## src/rtl/bdq_pkg.sv

```systemverilog
// ----------------------------------------------------------------------------
// bdq_pkg
// Shared constants, codes and interface types of the bounded deque block.
// ----------------------------------------------------------------------------
package bdq_pkg;

  localparam int DEPTH      = 16;
  localparam int IDX_W      = $clog2(DEPTH);
  localparam int CNT_W      = $clog2(DEPTH + 1);

  localparam int ACT_W      = 2;
  localparam int END_W      = 2;
  localparam int TAG_W      = 2;
  localparam int VAL_W      = 32;
  localparam int STAT_W     = 3;
  localparam int NUM_W      = 5;
  localparam int ENTRY_W    = TAG_W + VAL_W;

  localparam int CAP_W      = 5;
  localparam int CMP_W      = (CAP_W > CNT_W) ? CAP_W : CNT_W;
  localparam int CFG_IDX_W  = 2;
  localparam int CFG_DATA_W = 5;

  localparam logic [CAP_W-1:0]     CAP_RESET   = 5'd16;
  localparam logic [CFG_IDX_W-1:0] CFG_KIND    = 2'd0;
  localparam logic [CFG_IDX_W-1:0] CFG_CAP     = 2'd1;
  localparam logic [END_W-1:0]     END_FRONT   = 2'd0;
  localparam logic [END_W-1:0]     END_REAR    = 2'd1;
  localparam logic [TAG_W-1:0]     TAG_UNKNOWN = 2'd3;

  typedef enum logic [ACT_W-1:0] {
    ACT_INSERT   = 2'd0,
    ACT_REMOVE   = 2'd1,
    ACT_TRAVERSE = 2'd2,
    ACT_NOP      = 2'd3
  } action_t;

  typedef enum logic [STAT_W-1:0] {
    ST_OK        = 3'd0,
    ST_OVERFLOW  = 3'd1,
    ST_UNDERFLOW = 3'd2,
    ST_BADEND    = 3'd3,
    ST_INTERNAL  = 3'd4
  } status_t;

  // Commands from the controller to the datapath.
  typedef struct packed {
    logic latch;
    logic decide;
    logic trav;
  } ctrl_cmd_t;

  // Status from the datapath to the controller.
  typedef struct packed {
    logic trav_go;
    logic trav_done;
  } dp_sts_t;

endpackage

```

## src/rtl/bdq_ram.sv

```systemverilog
// ----------------------------------------------------------------------------
// bdq_ram
// Generic single-write, single-read RAM with a registered read port.
// ----------------------------------------------------------------------------
module bdq_ram #(
  parameter int WIDTH = 8,
  parameter int DEPTH = 16
) (
  input  logic                     clk,
  input  logic                     we,
  input  logic [$clog2(DEPTH)-1:0] waddr,
  input  logic [WIDTH-1:0]         wdata,
  input  logic [$clog2(DEPTH)-1:0] raddr,
  output logic [WIDTH-1:0]         rdata
);

  logic [WIDTH-1:0] mem [DEPTH];
  logic [WIDTH-1:0] rdata_r;

  always_ff @(posedge clk) begin
    if (we) begin
      mem[waddr] <= wdata;
    end
    rdata_r <= mem[raddr];
  end

  assign rdata = rdata_r;

endmodule

```

## src/rtl/bdq_ctrl.sv

```systemverilog
// ----------------------------------------------------------------------------
// bdq_ctrl
// Controller: sequences accept, decision and traversal of one command.
// ----------------------------------------------------------------------------
module bdq_ctrl (
  input  logic               clk,
  input  logic               rst_n,
  input  logic               start,
  output logic               busy,
  output bdq_pkg::ctrl_cmd_t cmd,
  input  bdq_pkg::dp_sts_t   sts
);

  typedef enum logic [2:0] {
    S_IDLE   = 3'b001,
    S_DECIDE = 3'b010,
    S_TRAV   = 3'b100
  } state_t;

  state_t state_r, state_nxt;

  always_comb begin
    state_nxt  = state_r;
    cmd        = '0;
    case (state_r)
      S_IDLE: begin
        if (start) begin
          cmd.latch = 1'b1;
          state_nxt = S_DECIDE;
        end
      end
      S_DECIDE: begin
        cmd.decide = 1'b1;
        state_nxt  = sts.trav_go ? S_TRAV : S_IDLE;
      end
      S_TRAV: begin
        cmd.trav = 1'b1;
        if (sts.trav_done) begin
          state_nxt = S_IDLE;
        end
      end
      default: begin
        state_nxt = S_IDLE;
      end
    endcase
  end

  always_ff @(posedge clk) begin
    if (!rst_n) begin
      state_r <= S_IDLE;
    end else begin
      state_r <= state_nxt;
    end
  end

  assign busy = (state_r != S_IDLE);

endmodule

```

## src/rtl/bdq_dp.sv

```systemverilog
// ----------------------------------------------------------------------------
// bdq_dp
// Datapath: configuration, ring pointers, entry store and result register.
// ----------------------------------------------------------------------------
module bdq_dp (
  input  logic                                clk,
  input  logic                                rst_n,
  input  bdq_pkg::ctrl_cmd_t                  cmd,
  output bdq_pkg::dp_sts_t                    sts,
  input  logic [bdq_pkg::ACT_W-1:0]           in_action,
  input  logic [bdq_pkg::END_W-1:0]           in_end_select,
  input  logic [bdq_pkg::TAG_W-1:0]           in_entry_tag,
  input  logic [bdq_pkg::VAL_W-1:0]           in_entry_value,
  input  logic                                cfg_we,
  input  logic [bdq_pkg::CFG_IDX_W-1:0]       cfg_index,
  input  logic [bdq_pkg::CFG_DATA_W-1:0]      cfg_data,
  output logic                                out_valid,
  output logic [bdq_pkg::STAT_W-1:0]          out_status,
  output logic [bdq_pkg::TAG_W-1:0]           out_tag,
  output logic [bdq_pkg::VAL_W-1:0]           out_value,
  output logic [bdq_pkg::NUM_W-1:0]           out_entry_number,
  output logic                                out_last
);

  localparam int IDX_W = bdq_pkg::IDX_W;
  localparam int CNT_W = bdq_pkg::CNT_W;
  localparam int CMP_W = bdq_pkg::CMP_W;

  // Ring slot of a position counted from the head.
  function automatic logic [IDX_W-1:0] slot_of(input logic [IDX_W-1:0] head,
                                               input logic [IDX_W-1:0] pos);
    logic [IDX_W:0] sum;
    sum = {1'b0, head} + {1'b0, pos};
    if (sum >= (IDX_W+1)'(bdq_pkg::DEPTH)) begin
      sum = sum - (IDX_W+1)'(bdq_pkg::DEPTH);
    end
    return sum[IDX_W-1:0];
  endfunction

  // Latched command.
  bdq_pkg::action_t              act_r;
  logic [bdq_pkg::END_W-1:0]     endsel_r;
  logic [bdq_pkg::TAG_W-1:0]     tag_r;
  logic [bdq_pkg::VAL_W-1:0]     val_r;

  // Configuration and ring state.
  logic                          kind_r;
  logic [bdq_pkg::CAP_W-1:0]     cap_r;
  logic [IDX_W-1:0]              head_r, head_nxt;
  logic [CNT_W-1:0]              fill_r, fill_nxt;

  // Traversal.
  logic                          trav_rear_r;
  logic [CNT_W-1:0]              iss_r;
  logic                          rd_vld_r;
  logic [IDX_W-1:0]              rd_pos_r;
  logic                          rd_final_r;

  // Result register.
  logic                          out_valid_r;
  bdq_pkg::status_t              out_status_r;
  logic [bdq_pkg::TAG_W-1:0]     out_tag_r;
  logic [bdq_pkg::VAL_W-1:0]     out_value_r;
  logic [bdq_pkg::NUM_W-1:0]     out_num_r;
  logic                          out_last_r;

  logic [CMP_W-1:0]              cap_ext, limit;
  logic                          full, empty, bad_end, at_front;
  logic [IDX_W-1:0]              head_dec, head_inc;
  bdq_pkg::status_t              res_status;
  logic                          do_write;
  logic [IDX_W-1:0]              wr_addr;
  logic                          trav_go;
  logic                          trav_done;
  logic                          single;
  logic                          issue;
  logic [CNT_W-1:0]              iss_pos_full;
  logic [IDX_W-1:0]              iss_pos;
  logic                          iss_final;
  logic [IDX_W-1:0]              rd_addr;
  logic [bdq_pkg::ENTRY_W-1:0]   rd_data;
  logic [bdq_pkg::TAG_W-1:0]     rd_tag;
  logic                          rd_unknown;
  logic                          emit;

  assign cap_ext  = CMP_W'(cap_r);
  assign limit    = (cap_ext < CMP_W'(bdq_pkg::DEPTH)) ? cap_ext : CMP_W'(bdq_pkg::DEPTH);
  assign full     = (CMP_W'(fill_r) >= limit);
  assign empty    = (fill_r == '0);
  assign bad_end  = kind_r && !(endsel_r == bdq_pkg::END_FRONT ||
                                endsel_r == bdq_pkg::END_REAR);
  // In linear mode inserts go to the rear and everything else uses the front.
  assign at_front = kind_r ? (endsel_r == bdq_pkg::END_FRONT)
                           : (act_r != bdq_pkg::ACT_INSERT);
  assign head_dec = (head_r == '0) ? IDX_W'(bdq_pkg::DEPTH - 1) : head_r - 1'b1;
  assign head_inc = (head_r == IDX_W'(bdq_pkg::DEPTH - 1)) ? '0 : head_r + 1'b1;

  always_comb begin
    res_status  = bdq_pkg::ST_OK;
    do_write    = 1'b0;
    wr_addr     = slot_of(head_r, fill_r[IDX_W-1:0]);
    head_nxt    = head_r;
    fill_nxt    = fill_r;
    trav_go     = 1'b0;
    case (act_r)
      bdq_pkg::ACT_INSERT: begin
        if (bad_end) begin
          res_status = bdq_pkg::ST_BADEND;
        end else if (full) begin
          res_status = bdq_pkg::ST_OVERFLOW;
        end else begin
          do_write = 1'b1;
          fill_nxt = fill_r + 1'b1;
          if (at_front) begin
            head_nxt = head_dec;
            wr_addr  = head_dec;
          end
        end
      end
      bdq_pkg::ACT_REMOVE: begin
        if (bad_end) begin
          res_status = bdq_pkg::ST_BADEND;
        end else if (empty) begin
          res_status = bdq_pkg::ST_UNDERFLOW;
        end else begin
          fill_nxt = fill_r - 1'b1;
          if (at_front) begin
            head_nxt = head_inc;
          end
        end
      end
      bdq_pkg::ACT_TRAVERSE: begin
        if (empty) begin
          res_status = bdq_pkg::ST_UNDERFLOW;
        end else if (bad_end) begin
          res_status = bdq_pkg::ST_BADEND;
        end else begin
          trav_go = 1'b1;
        end
      end
      default: begin
        res_status = bdq_pkg::ST_OK;
      end
    endcase
  end

  assign single = cmd.decide && !trav_go;

  // Traversal reads are issued one per cycle; data returns in the following cycle.
  assign rd_tag         = rd_data[bdq_pkg::ENTRY_W-1 -: bdq_pkg::TAG_W];
  assign rd_unknown     = (rd_tag == bdq_pkg::TAG_UNKNOWN);
  assign emit           = cmd.trav && rd_vld_r;
  assign trav_done      = emit && (rd_final_r || rd_unknown);
  assign issue          = cmd.trav && (iss_r < fill_r) && !trav_done;
  assign iss_pos_full   = trav_rear_r ? (fill_r - 1'b1 - iss_r) : iss_r;
  assign iss_pos        = iss_pos_full[IDX_W-1:0];
  assign iss_final      = ((iss_r + CNT_W'(1)) == fill_r);
  assign rd_addr        = slot_of(head_r, iss_pos);

  assign sts = '{trav_go: trav_go, trav_done: trav_done};

  bdq_ram #(
    .WIDTH (bdq_pkg::ENTRY_W),
    .DEPTH (bdq_pkg::DEPTH)
  ) u_store (
    .clk   (clk),
    .we    (cmd.decide && do_write),
    .waddr (wr_addr),
    .wdata ({tag_r, val_r}),
    .raddr (rd_addr),
    .rdata (rd_data)
  );

  always_ff @(posedge clk) begin
    if (cmd.latch) begin
      act_r    <= bdq_pkg::action_t'(in_action);
      endsel_r <= in_end_select;
      tag_r    <= in_entry_tag;
      val_r    <= in_entry_value;
    end
    if (cmd.decide) begin
      trav_rear_r <= !at_front;
    end
    rd_pos_r   <= iss_pos;
    rd_final_r <= iss_final;
    if (single) begin
      out_status_r <= res_status;
      out_tag_r    <= '0;
      out_value_r  <= '0;
      out_num_r    <= '0;
      out_last_r   <= 1'b1;
    end else if (emit) begin
      out_status_r <= rd_unknown ? bdq_pkg::ST_INTERNAL : bdq_pkg::ST_OK;
      out_tag_r    <= rd_tag;
      out_value_r  <= rd_data[bdq_pkg::VAL_W-1:0];
      out_num_r    <= bdq_pkg::NUM_W'(rd_pos_r) + bdq_pkg::NUM_W'(1);
      out_last_r   <= rd_final_r || rd_unknown;
    end
  end

  always_ff @(posedge clk) begin
    if (!rst_n) begin
      kind_r      <= 1'b0;
      cap_r       <= bdq_pkg::CAP_RESET;
      head_r      <= '0;
      fill_r      <= '0;
      iss_r       <= '0;
      rd_vld_r    <= 1'b0;
      out_valid_r <= 1'b0;
    end else begin
      if (cfg_we && cfg_index == bdq_pkg::CFG_KIND) begin
        kind_r <= cfg_data[0];
      end
      if (cfg_we && cfg_index == bdq_pkg::CFG_CAP) begin
        cap_r <= cfg_data[bdq_pkg::CAP_W-1:0];
      end
      if (cmd.decide) begin
        head_r <= head_nxt;
        fill_r <= fill_nxt;
        iss_r  <= '0;
      end else if (issue) begin
        iss_r <= iss_r + 1'b1;
      end
      rd_vld_r    <= issue;
      out_valid_r <= single || emit;
    end
  end

  assign out_valid        = out_valid_r;
  assign out_status       = out_status_r;
  assign out_tag          = out_tag_r;
  assign out_value        = out_value_r;
  assign out_entry_number = out_num_r;
  assign out_last         = out_last_r;

endmodule

```

## src/rtl/bounded_deque_with_status.sv

```systemverilog
// Insert, remove, ignored actions and rejected traversals: one result, strobed
// once it is registered after the decision state; the next command is taken at
// the edge that transfers that result.
// Traversal of n entries: one result per cycle after the first entry read, set
// by the single read port of the entry store.
// Reset (synchronous, rst_n low) empties the ring, restores linear mode and 16.
// ----------------------------------------------------------------------------
// bounded_deque_with_status
// Bounded queue or deque of tagged 32-bit entries held in a ring, with status.
// ----------------------------------------------------------------------------
module bounded_deque_with_status (
  input  logic                           clk,
  input  logic                           rst_n,
  input  logic                           start,
  output logic                           busy,
  input  logic [bdq_pkg::ACT_W-1:0]      in_action,
  input  logic [bdq_pkg::END_W-1:0]      in_end_select,
  input  logic [bdq_pkg::TAG_W-1:0]      in_entry_tag,
  input  logic [bdq_pkg::VAL_W-1:0]      in_entry_value,
  input  logic                           cfg_we,
  input  logic [bdq_pkg::CFG_IDX_W-1:0]  cfg_index,
  input  logic [bdq_pkg::CFG_DATA_W-1:0] cfg_data,
  output logic                           out_valid,
  output logic [bdq_pkg::STAT_W-1:0]     out_status,
  output logic [bdq_pkg::TAG_W-1:0]      out_tag,
  output logic [bdq_pkg::VAL_W-1:0]      out_value,
  output logic [bdq_pkg::NUM_W-1:0]      out_entry_number,
  output logic                           out_last
);

  bdq_pkg::ctrl_cmd_t cmd;
  bdq_pkg::dp_sts_t   sts;

  bdq_ctrl u_ctrl (
    .clk   (clk),
    .rst_n (rst_n),
    .start (start),
    .busy  (busy),
    .cmd   (cmd),
    .sts   (sts)
  );

  bdq_dp u_dp (
    .clk              (clk),
    .rst_n            (rst_n),
    .cmd              (cmd),
    .sts              (sts),
    .in_action        (in_action),
    .in_end_select    (in_end_select),
    .in_entry_tag     (in_entry_tag),
    .in_entry_value   (in_entry_value),
    .cfg_we           (cfg_we),
    .cfg_index        (cfg_index),
    .cfg_data         (cfg_data),
    .out_valid        (out_valid),
    .out_status       (out_status),
    .out_tag          (out_tag),
    .out_value        (out_value),
    .out_entry_number (out_entry_number),
    .out_last         (out_last)
  );

endmodule

```

## config.mk

```make
export PLATFORM = sky130hd
export DESIGN_NAME = bounded_deque_with_status
export DESIGN_NICKNAME = d
export VERILOG_FILES = /design/src/rtl/bdq_pkg.sv /design/src/rtl/bdq_ram.sv /design/src/rtl/bdq_ctrl.sv /design/src/rtl/bdq_dp.sv /design/src/rtl/bounded_deque_with_status.sv
export SDC_FILE = /design/constraint.sdc
export NUM_CORES = 1
export LEC_CHECK = 0
export ABC_AREA = 1
export BUFFER_PORTS_ARGS = -buffer_cell sky130_fd_sc_hd__buf_2
export CORE_MARGIN = 2
export CORE_UTILIZATION = 57
export CTS_BUF_LIST = sky130_fd_sc_hd__clkbuf_8
export DETAILED_ROUTE_END_ITERATION = 10
export PLACE_DENSITY_LB_ADDON = 0.25
export SETUP_SLACK_MARGIN = 0.05
export SLEW_MARGIN = 30
export SYNTH_ARGS = -nofsm -noshare
export SYNTH_HDL_FRONTEND = slang
export SYNTH_HIERARCHICAL = 1
export SYNTH_SLANG_ARGS = --single-unit
export TNS_END_PERCENT = 20
```

## constraint.sdc

```tcl
create_clock -name clk -period 4.2 [get_ports clk]
set_input_delay 0.42 -clock clk [delete_from_list [all_inputs] [get_ports clk]]
set_output_delay 0.42 -clock clk [all_outputs]
set_load 0.01 [all_outputs]
```

After elaboration in Yosys (flattened, before gate mapping)
Memories as Yosys holds them, arrays and structs flattened. A register that Yosys moved wholly into a read port is not among the register bits.
Cells that the tools add are included.
Widths: inputs -> output; s select.
- latch bits: 0
- memories kept: 1
- bits of input ports: 49
- logic and storage cells: 134
- RAM bits: 544
- output and inout port bits: 45
- register bits: 112
- bits in read-only memories: 0
- memories (name ; depth ; width ; rd ports ; clocked after Yosys merged registers in ; wr ports ; line ; source):
    u_dp.u_store.mem ; 16 ; 34 ; 1 ; 1 ; 1 ; bdq_ram.sv:17 ; logic [WIDTH-1:0] mem [DEPTH];
- $lt $le $gt $ge: 5
- bitwise operators: 1
- $add $sub $neg: 11
- shift operators: 0
- eq/ne operators: 19
- mux-type cells: 49
- divide/modulo/power cells: 0
- multiply operators: 0
- reductions and logical operators: 28
- operators by type and width (kind ; number):
    $mux 4 ; 15
    $mux 3 ; 9
    $mux 5 ; 5
    $pmux 3 s3 ; 2
    $mux 1 ; 14
    $sub 4x1->4 const B ; 3
    $add 4x4->5 ; 2
    $add 5x1->5 const B ; 2
    $ge 5x5->1 const B ; 2
    $ne 2x2->1 const B ; 5
    $pmux 5 s2 ; 1
    $logic_and 1x1->1 ; 9
    $pmux 4 s2 ; 1
    $reduce_and 8->1 ; 1
    $eq 2x1->1 const B ; 3
    $logic_not 2->1 ; 3
    $ne 2x1->1 const B ; 3
    $reduce_and 6->1 ; 1
    $reduce_bool 2->1 ; 3
    $add 4x1->5 const B ; 1
    $eq 5x5->1 ; 1
    $ge 5x5->1 ; 1
    $logic_not 5->1 ; 1
    $lt 5x5->1 ; 1
    other kinds (17) ; 24

Depth between registers and ports, before layout
- word-level depth: 10
- mapped depth: 18
- depth with buffers taken out: 16

Hierarchy
Netlist, hierarchy kept.
- modules (own cells, without submodules) (module ; times used ; area an instance (µm²) ; sequential area each (µm²) ; cells an instance):
    bdq_ram ; 1 ; 23944.2 ; 17016.3 ; 2250
    bdq_dp ; 1 ; 4978.5 ; 2602.5 ; 551
    bdq_ctrl ; 1 ; 148.9 ; 60.1 ; 22

Worst setup path before layout
Ideal clock, no wire load.
- path kind: register to register
- start: reg u_dp.fill_r[0]
- end: mem u_dp/u_store/mem[12][0] in the netlist's numbering (enable)
- clock period less this slack: 3665 ps
- path buffers: 0
- setup time: 425 ps
- cell stages (with the launch flop): 12
- required time: 3775 ps
- setup slack: 535 ps
- data arrival time: 3239 ps
- cells stage by stage: dfxtp_1 inv_1 ha_1 inv_1 nand2_1 nand2_1 nand3_1 nor3_1 inv_1 o21ai_0 nand3_1 nor2_1
- cells in the longest elaborated chain, start to end: 7
- elaborated cells on any way between the ends: 15
- classes of those cells: add/sub (2); order compare (2); mux (10); reduce/logical (1)
- RTL lines (element ; line ; source):
    from (decl) ; bdq_dp.sv:50 ; logic [CNT_W-1:0] fill_r, fill_nxt;
    from (signal assigned) ; bdq_dp.sv:219 ; fill_r <= fill_nxt;
    $add 4x4->5 ; bdq_dp.sv:33 ; sum = {1'b0, head} + {1'b0, pos};
    $sub 4x1->4 / $ge 5x5->1 (equally long branches) ; bdq_dp.sv:35, bdq_dp.sv:34 ;
    $mux 4 ; bdq_dp.sv:34 ; if (sum >= (IDX_W+1)'(bdq_pkg::DEPTH)) begin
    $mux 4 ; bdq_dp.sv:114 ; if (at_front) begin
    $mux 4 ; bdq_dp.sv:109 ; end else if (full) begin
    $mux 4 ; bdq_dp.sv:107 ; if (bad_end) begin
    $mux 4 * ; bdq_dp.sv:105 ; case (act_r)
    via u_dp.wr_addr[3] ; bdq_dp.sv:72 ; logic [IDX_W-1:0] wr_addr;
    to (decl) ; bdq_ram.sv:17 ;
Mark *: on every way through the listed nets, which the timed path passes. The rest lies on a longest branch.

Worst setup path in the final report
- start: reg u_dp.fill_r[0]
- end: reg u_dp.u_store.rdata_r[3], in the netlist u_dp/u_store/rdata[3] (read register of u_dp.u_store.mem)
- cells in the longest elaborated chain, start to end: 6
- elaborated cells on any way between the ends: 7
- classes of those cells: add/sub (4); order compare (1); mux (2)
- RTL lines (element ; line ; source):
    $sub 5x1->5 * ; - ;
    $sub 4x4->4 * ; bdq_dp.sv:155 ; assign iss_pos_full = trav_rear_r ? (fill_r - 1'b1 - iss_r) : iss_r;
    $mux 4 * ; bdq_dp.sv:155 ;
    via u_dp.iss_pos_full[1] ; bdq_dp.sv:77 ; logic [CNT_W-1:0] iss_pos_full;
    $add 4x4->5 * ; bdq_dp.sv:33 ;
    $sub 4x1->4 / $ge 5x5->1 (equally long branches) ; bdq_dp.sv:35, bdq_dp.sv:34 ;
    $mux 4 * ; bdq_dp.sv:34 ;
    via u_dp.rd_addr[1] ; bdq_dp.sv:80 ; logic [IDX_W-1:0] rd_addr;
    to (decl) ; bdq_ram.sv:18 ; logic [WIDTH-1:0] rdata_r;
Marks and branches as above.
A chain may end at the register's enable or synchronous reset.

==> run metrics <==
actual slew at the worst max-slew pin=0.890 ns; Post-CTS Resized=0; Vert. Die Dim=roughly 230 um; fraction of layout cells with a size suffix above 1=0.109; Critical R2R Capture=u_dp/u_store/rdata[3]; max_slew headroom=0.406; post-synthesis compound-gate area fraction=0.0159; dpl hpwl=between 30 and 40 mm; final period utilization=0.920; fin cells=3753; DRC viols=0; crit-path most repeated cell=nand3_1; Max Freq=around 0.26 GHz; number of fill cells=roughly 3800; first-pass GRT wire length=roughly 110 mm; most frequent cells in the layout=nand2_1, edfxtp_1, inv_1, nand3_1, clkbuf_8; Initial DRC Count=2264; Crit-path slowest cell=fa_4; Core Area=~50000 um2; global-route usage over all layers=0.261; CTS tree=yes; crit path time final=around 3.9 ns; RSZ-0062 raised after global routing=false; mean area per synthesized cell=roughly 10 um2; startpoint types=flip-flop; top cell type by total area after synthesis=edfxtp_1; Rows=82; Post-DRT Antenna Nets=0; Setup CP Type=flip-flop to flip-flop; vias in the first global route=approximately 19000; routability cong.=0.873; router iterations before antenna repair=6; placed cells=approximately 3500; Reg clk slew, reported paths=~0.06 ns; area of the multi-input gates=7160 um2; vias per std cell=about 5.3; Inserted Clock Buffers=107; IO Pins=between 90 and 100; synthesis-to-finish area growth=13.7%; Worst EP arrival=approximately 4.5 ns; Starting Density=0.578; Slew Limit Fails=0; worst reg2reg setup slack=approximately 0.33 ns; Synth area leaders=edfxtp_1, nand2_1, nand3_1; Vias=a little under 20000; sequential element share of the synthesized area=0.677; Max Buffers Root-to-Sink=3; commonest non-fill, non-tap cell in the layout=nand2_1; H-tree levels=3; CTS Root Buffer Type=clkbuf_8; Die Footprint=about 53000 um2; Die W=230 um; MaxCap Viol Count=0; worst r2r path cells=10; Mapped Area=29100 um2; Final setup viols=0; critical path data required time=around 4.8 ns; CTS Sinks=690; Layout Nets=3067; clock skew=approximately 0.03 ns; Synth Area in Simple Gates=0.204; Synth top area share=0.605; Post-CTS Repair Setup Buffers=0; Crit path largest cell delay=1.16 ns; GR Overflow Total=0; Clock Latency Late Sink=0.71 ns; Antenna Cells=0; Yosys warning count=6; reg2reg start=u_dp/fill_r[0]; Post-Synth XOR/XNOR Area=0.00633; Netlist cell types=38; outcome=completed; hold path cells=3; drt wl/cell=18.2 um; routed wire length=approximately 68 mm; initial antenna violation count=0; Hold Violations, Final=0; port bufs=93; Syn Inst Count=approximately 2800; CP max FO=36; mux cell area share after synthesis=0; HP Class=input port to flip-flop; power density cells=just over 400 nW/um2; Total Neg Setup Slack=0 ns; Hold Crit Endpoint=u_dp/kind_r; net count after synthesis=2902; adder-cell share of the synthesized area=0.0137; cell leakage power=between 10 and 15 nW; count of state elements after synthesis=between 600 and 700; largest family of logic cells by synthesized area=simple AND/OR/NAND/NOR gates; hold-fix buffers at CTS=44; crit end category=flip-flop; largest net degree at the start of global routing=between 150 and 200; VDD IR-drop max=around 0.30 mV; Storage cell area=a little under 20000 um2; worst path cell trace=inv_1 -> ha_1 -> fa_1 -> a21oi_1 -> fa_4 -> buf_4 -> nand3_1 -> nand3_1 -> nand3_1 -> nand2_1; HP Start=cfg_index[1]
-- cells in the mapped netlist --
master and number:
a21oi_1 46, a21oi_2 10, a21oi_4 1, a22oi_1 1
a31oi_1 1, and3b_1 1, buf_1 14, buf_12 1
buf_2 73, buf_4 14, buf_6 3, clkbuf_1 25
clkinv_1 2, dfxtp_1 104, edfxtp_1 586, fa_1 3
ha_1 27, inv_1 453, inv_2 7, nand2_1 876
nand2_2 1, nand2_4 3, nand3_1 437, nand3_2 2
nand3_4 1, nand3b_1 2, nand4_1 6, nor2_1 68
nor2_2 2, nor2b_1 1, nor3_1 6, nor4_1 1
o211ai_1 2, o21a_1 2, o21ai_0 17, or2_2 3
xnor2_1 4, xor2_1 17
-- cell families (layout without fill, tap and decap cells) --
kind of cell	count (synthesis)	count (layout)
flops	690	690
buf+inv	592	850
xor+xnor	21	21
simple gates	1410	1410
fa+ha+maj	30	30
compound gates	80	80
-- state kept, by name, summed over array words and instances (netlist names), 3 cells and up --
signal,count
u_dp/val_r,32
u_dp/iss_r,5
u_dp/fill_r,5
u_dp/out_entry_number,5
u_dp/head_r,4
u_dp/out_value,32
u_dp/cap_ext,5
u_ctrl/state_r,3
u_dp/u_store/mem,544
u_dp/out_status,3
u_dp/rd_pos_r,4
u_dp/u_store/rdata,34
-- layout make-up --
class	count	area share
Sequential cell	690	0.596
Multi-Input combinational cell	1541	0.217
Inverter	462	0.0527
Clock buffer	121	0.0504
Timing Repair Buffer	186	0.0473
Tap cell	672	0.0254
Clock inverter	81	0.0120
-- stage by stage --
step | setup slack (ns) | power, W | util | hold WS [ns] | instance area, um2
floorplan | 0.535 | 0.00805 | - | 0.428 | 29100
global placement | 0.525 | 0.00823 | 0.608 | 0.445 | 30500
detailed placement | 0.420 | 0.00825 | 0.608 | 0.448 | 30500
CTS | 0.411 | 0.0135 | 0.657 | 0.00124 | 33000
global route | 0.145 | 0.0139 | 0.657 | 0.0532 | 33000
finish | 0.334 | 0.0135 | 0.657 | 0.0497 | 33000
-- worst max-delay path by stage --
| stage | start | end |
|---|---|---|
| 2_1_floorplan | u_dp/fill_r[0] | u_dp/u_store/mem[12][0] |
| 3_3_place_gp | u_dp/fill_r[0] | u_dp/u_store/rdata[3] |
| 3_5_place_dp | u_dp/fill_r[0] | u_dp/u_store/rdata[3] |
| 4_1_cts | u_dp/fill_r[0] | u_dp/u_store/rdata[3] |
| 5_1_grt | u_dp/fill_r[0] | u_dp/u_store/rdata[5] |
| 6_report | u_dp/fill_r[0] | u_dp/u_store/rdata[3] |
-- power breakdown --
group	leakage, nW	internal [W]	switching [W]
sequential	6.14	0.00753	0.000121
clock	1.23	0.00276	0.00255
combinational	6.92	0.000172	0.000320
total	14.3	0.0105	0.00299
-- metal layers --
layer  GRT usage  share of wire  up-vias
met2       0.426           0.48      835
met3      0.0463          0.083      142
met4       0.106          0.029        0
li1            -              -     9502
met1       0.348           0.41     9277
met5           0              0        -
-- worst max-delay path: cells and delay by family (launching register included) --
family	cells	cell delay (ns)
AND/OR/NAND/NOR	4	0.42
buffers and inverters	2	0.70
flip-flops	1	0.48
AO/OA/AOI/OAI	1	0.12
adder cells (fa/ha/maj)	3	2.04
Note: power is estimated with default switching activity, not from simulation.
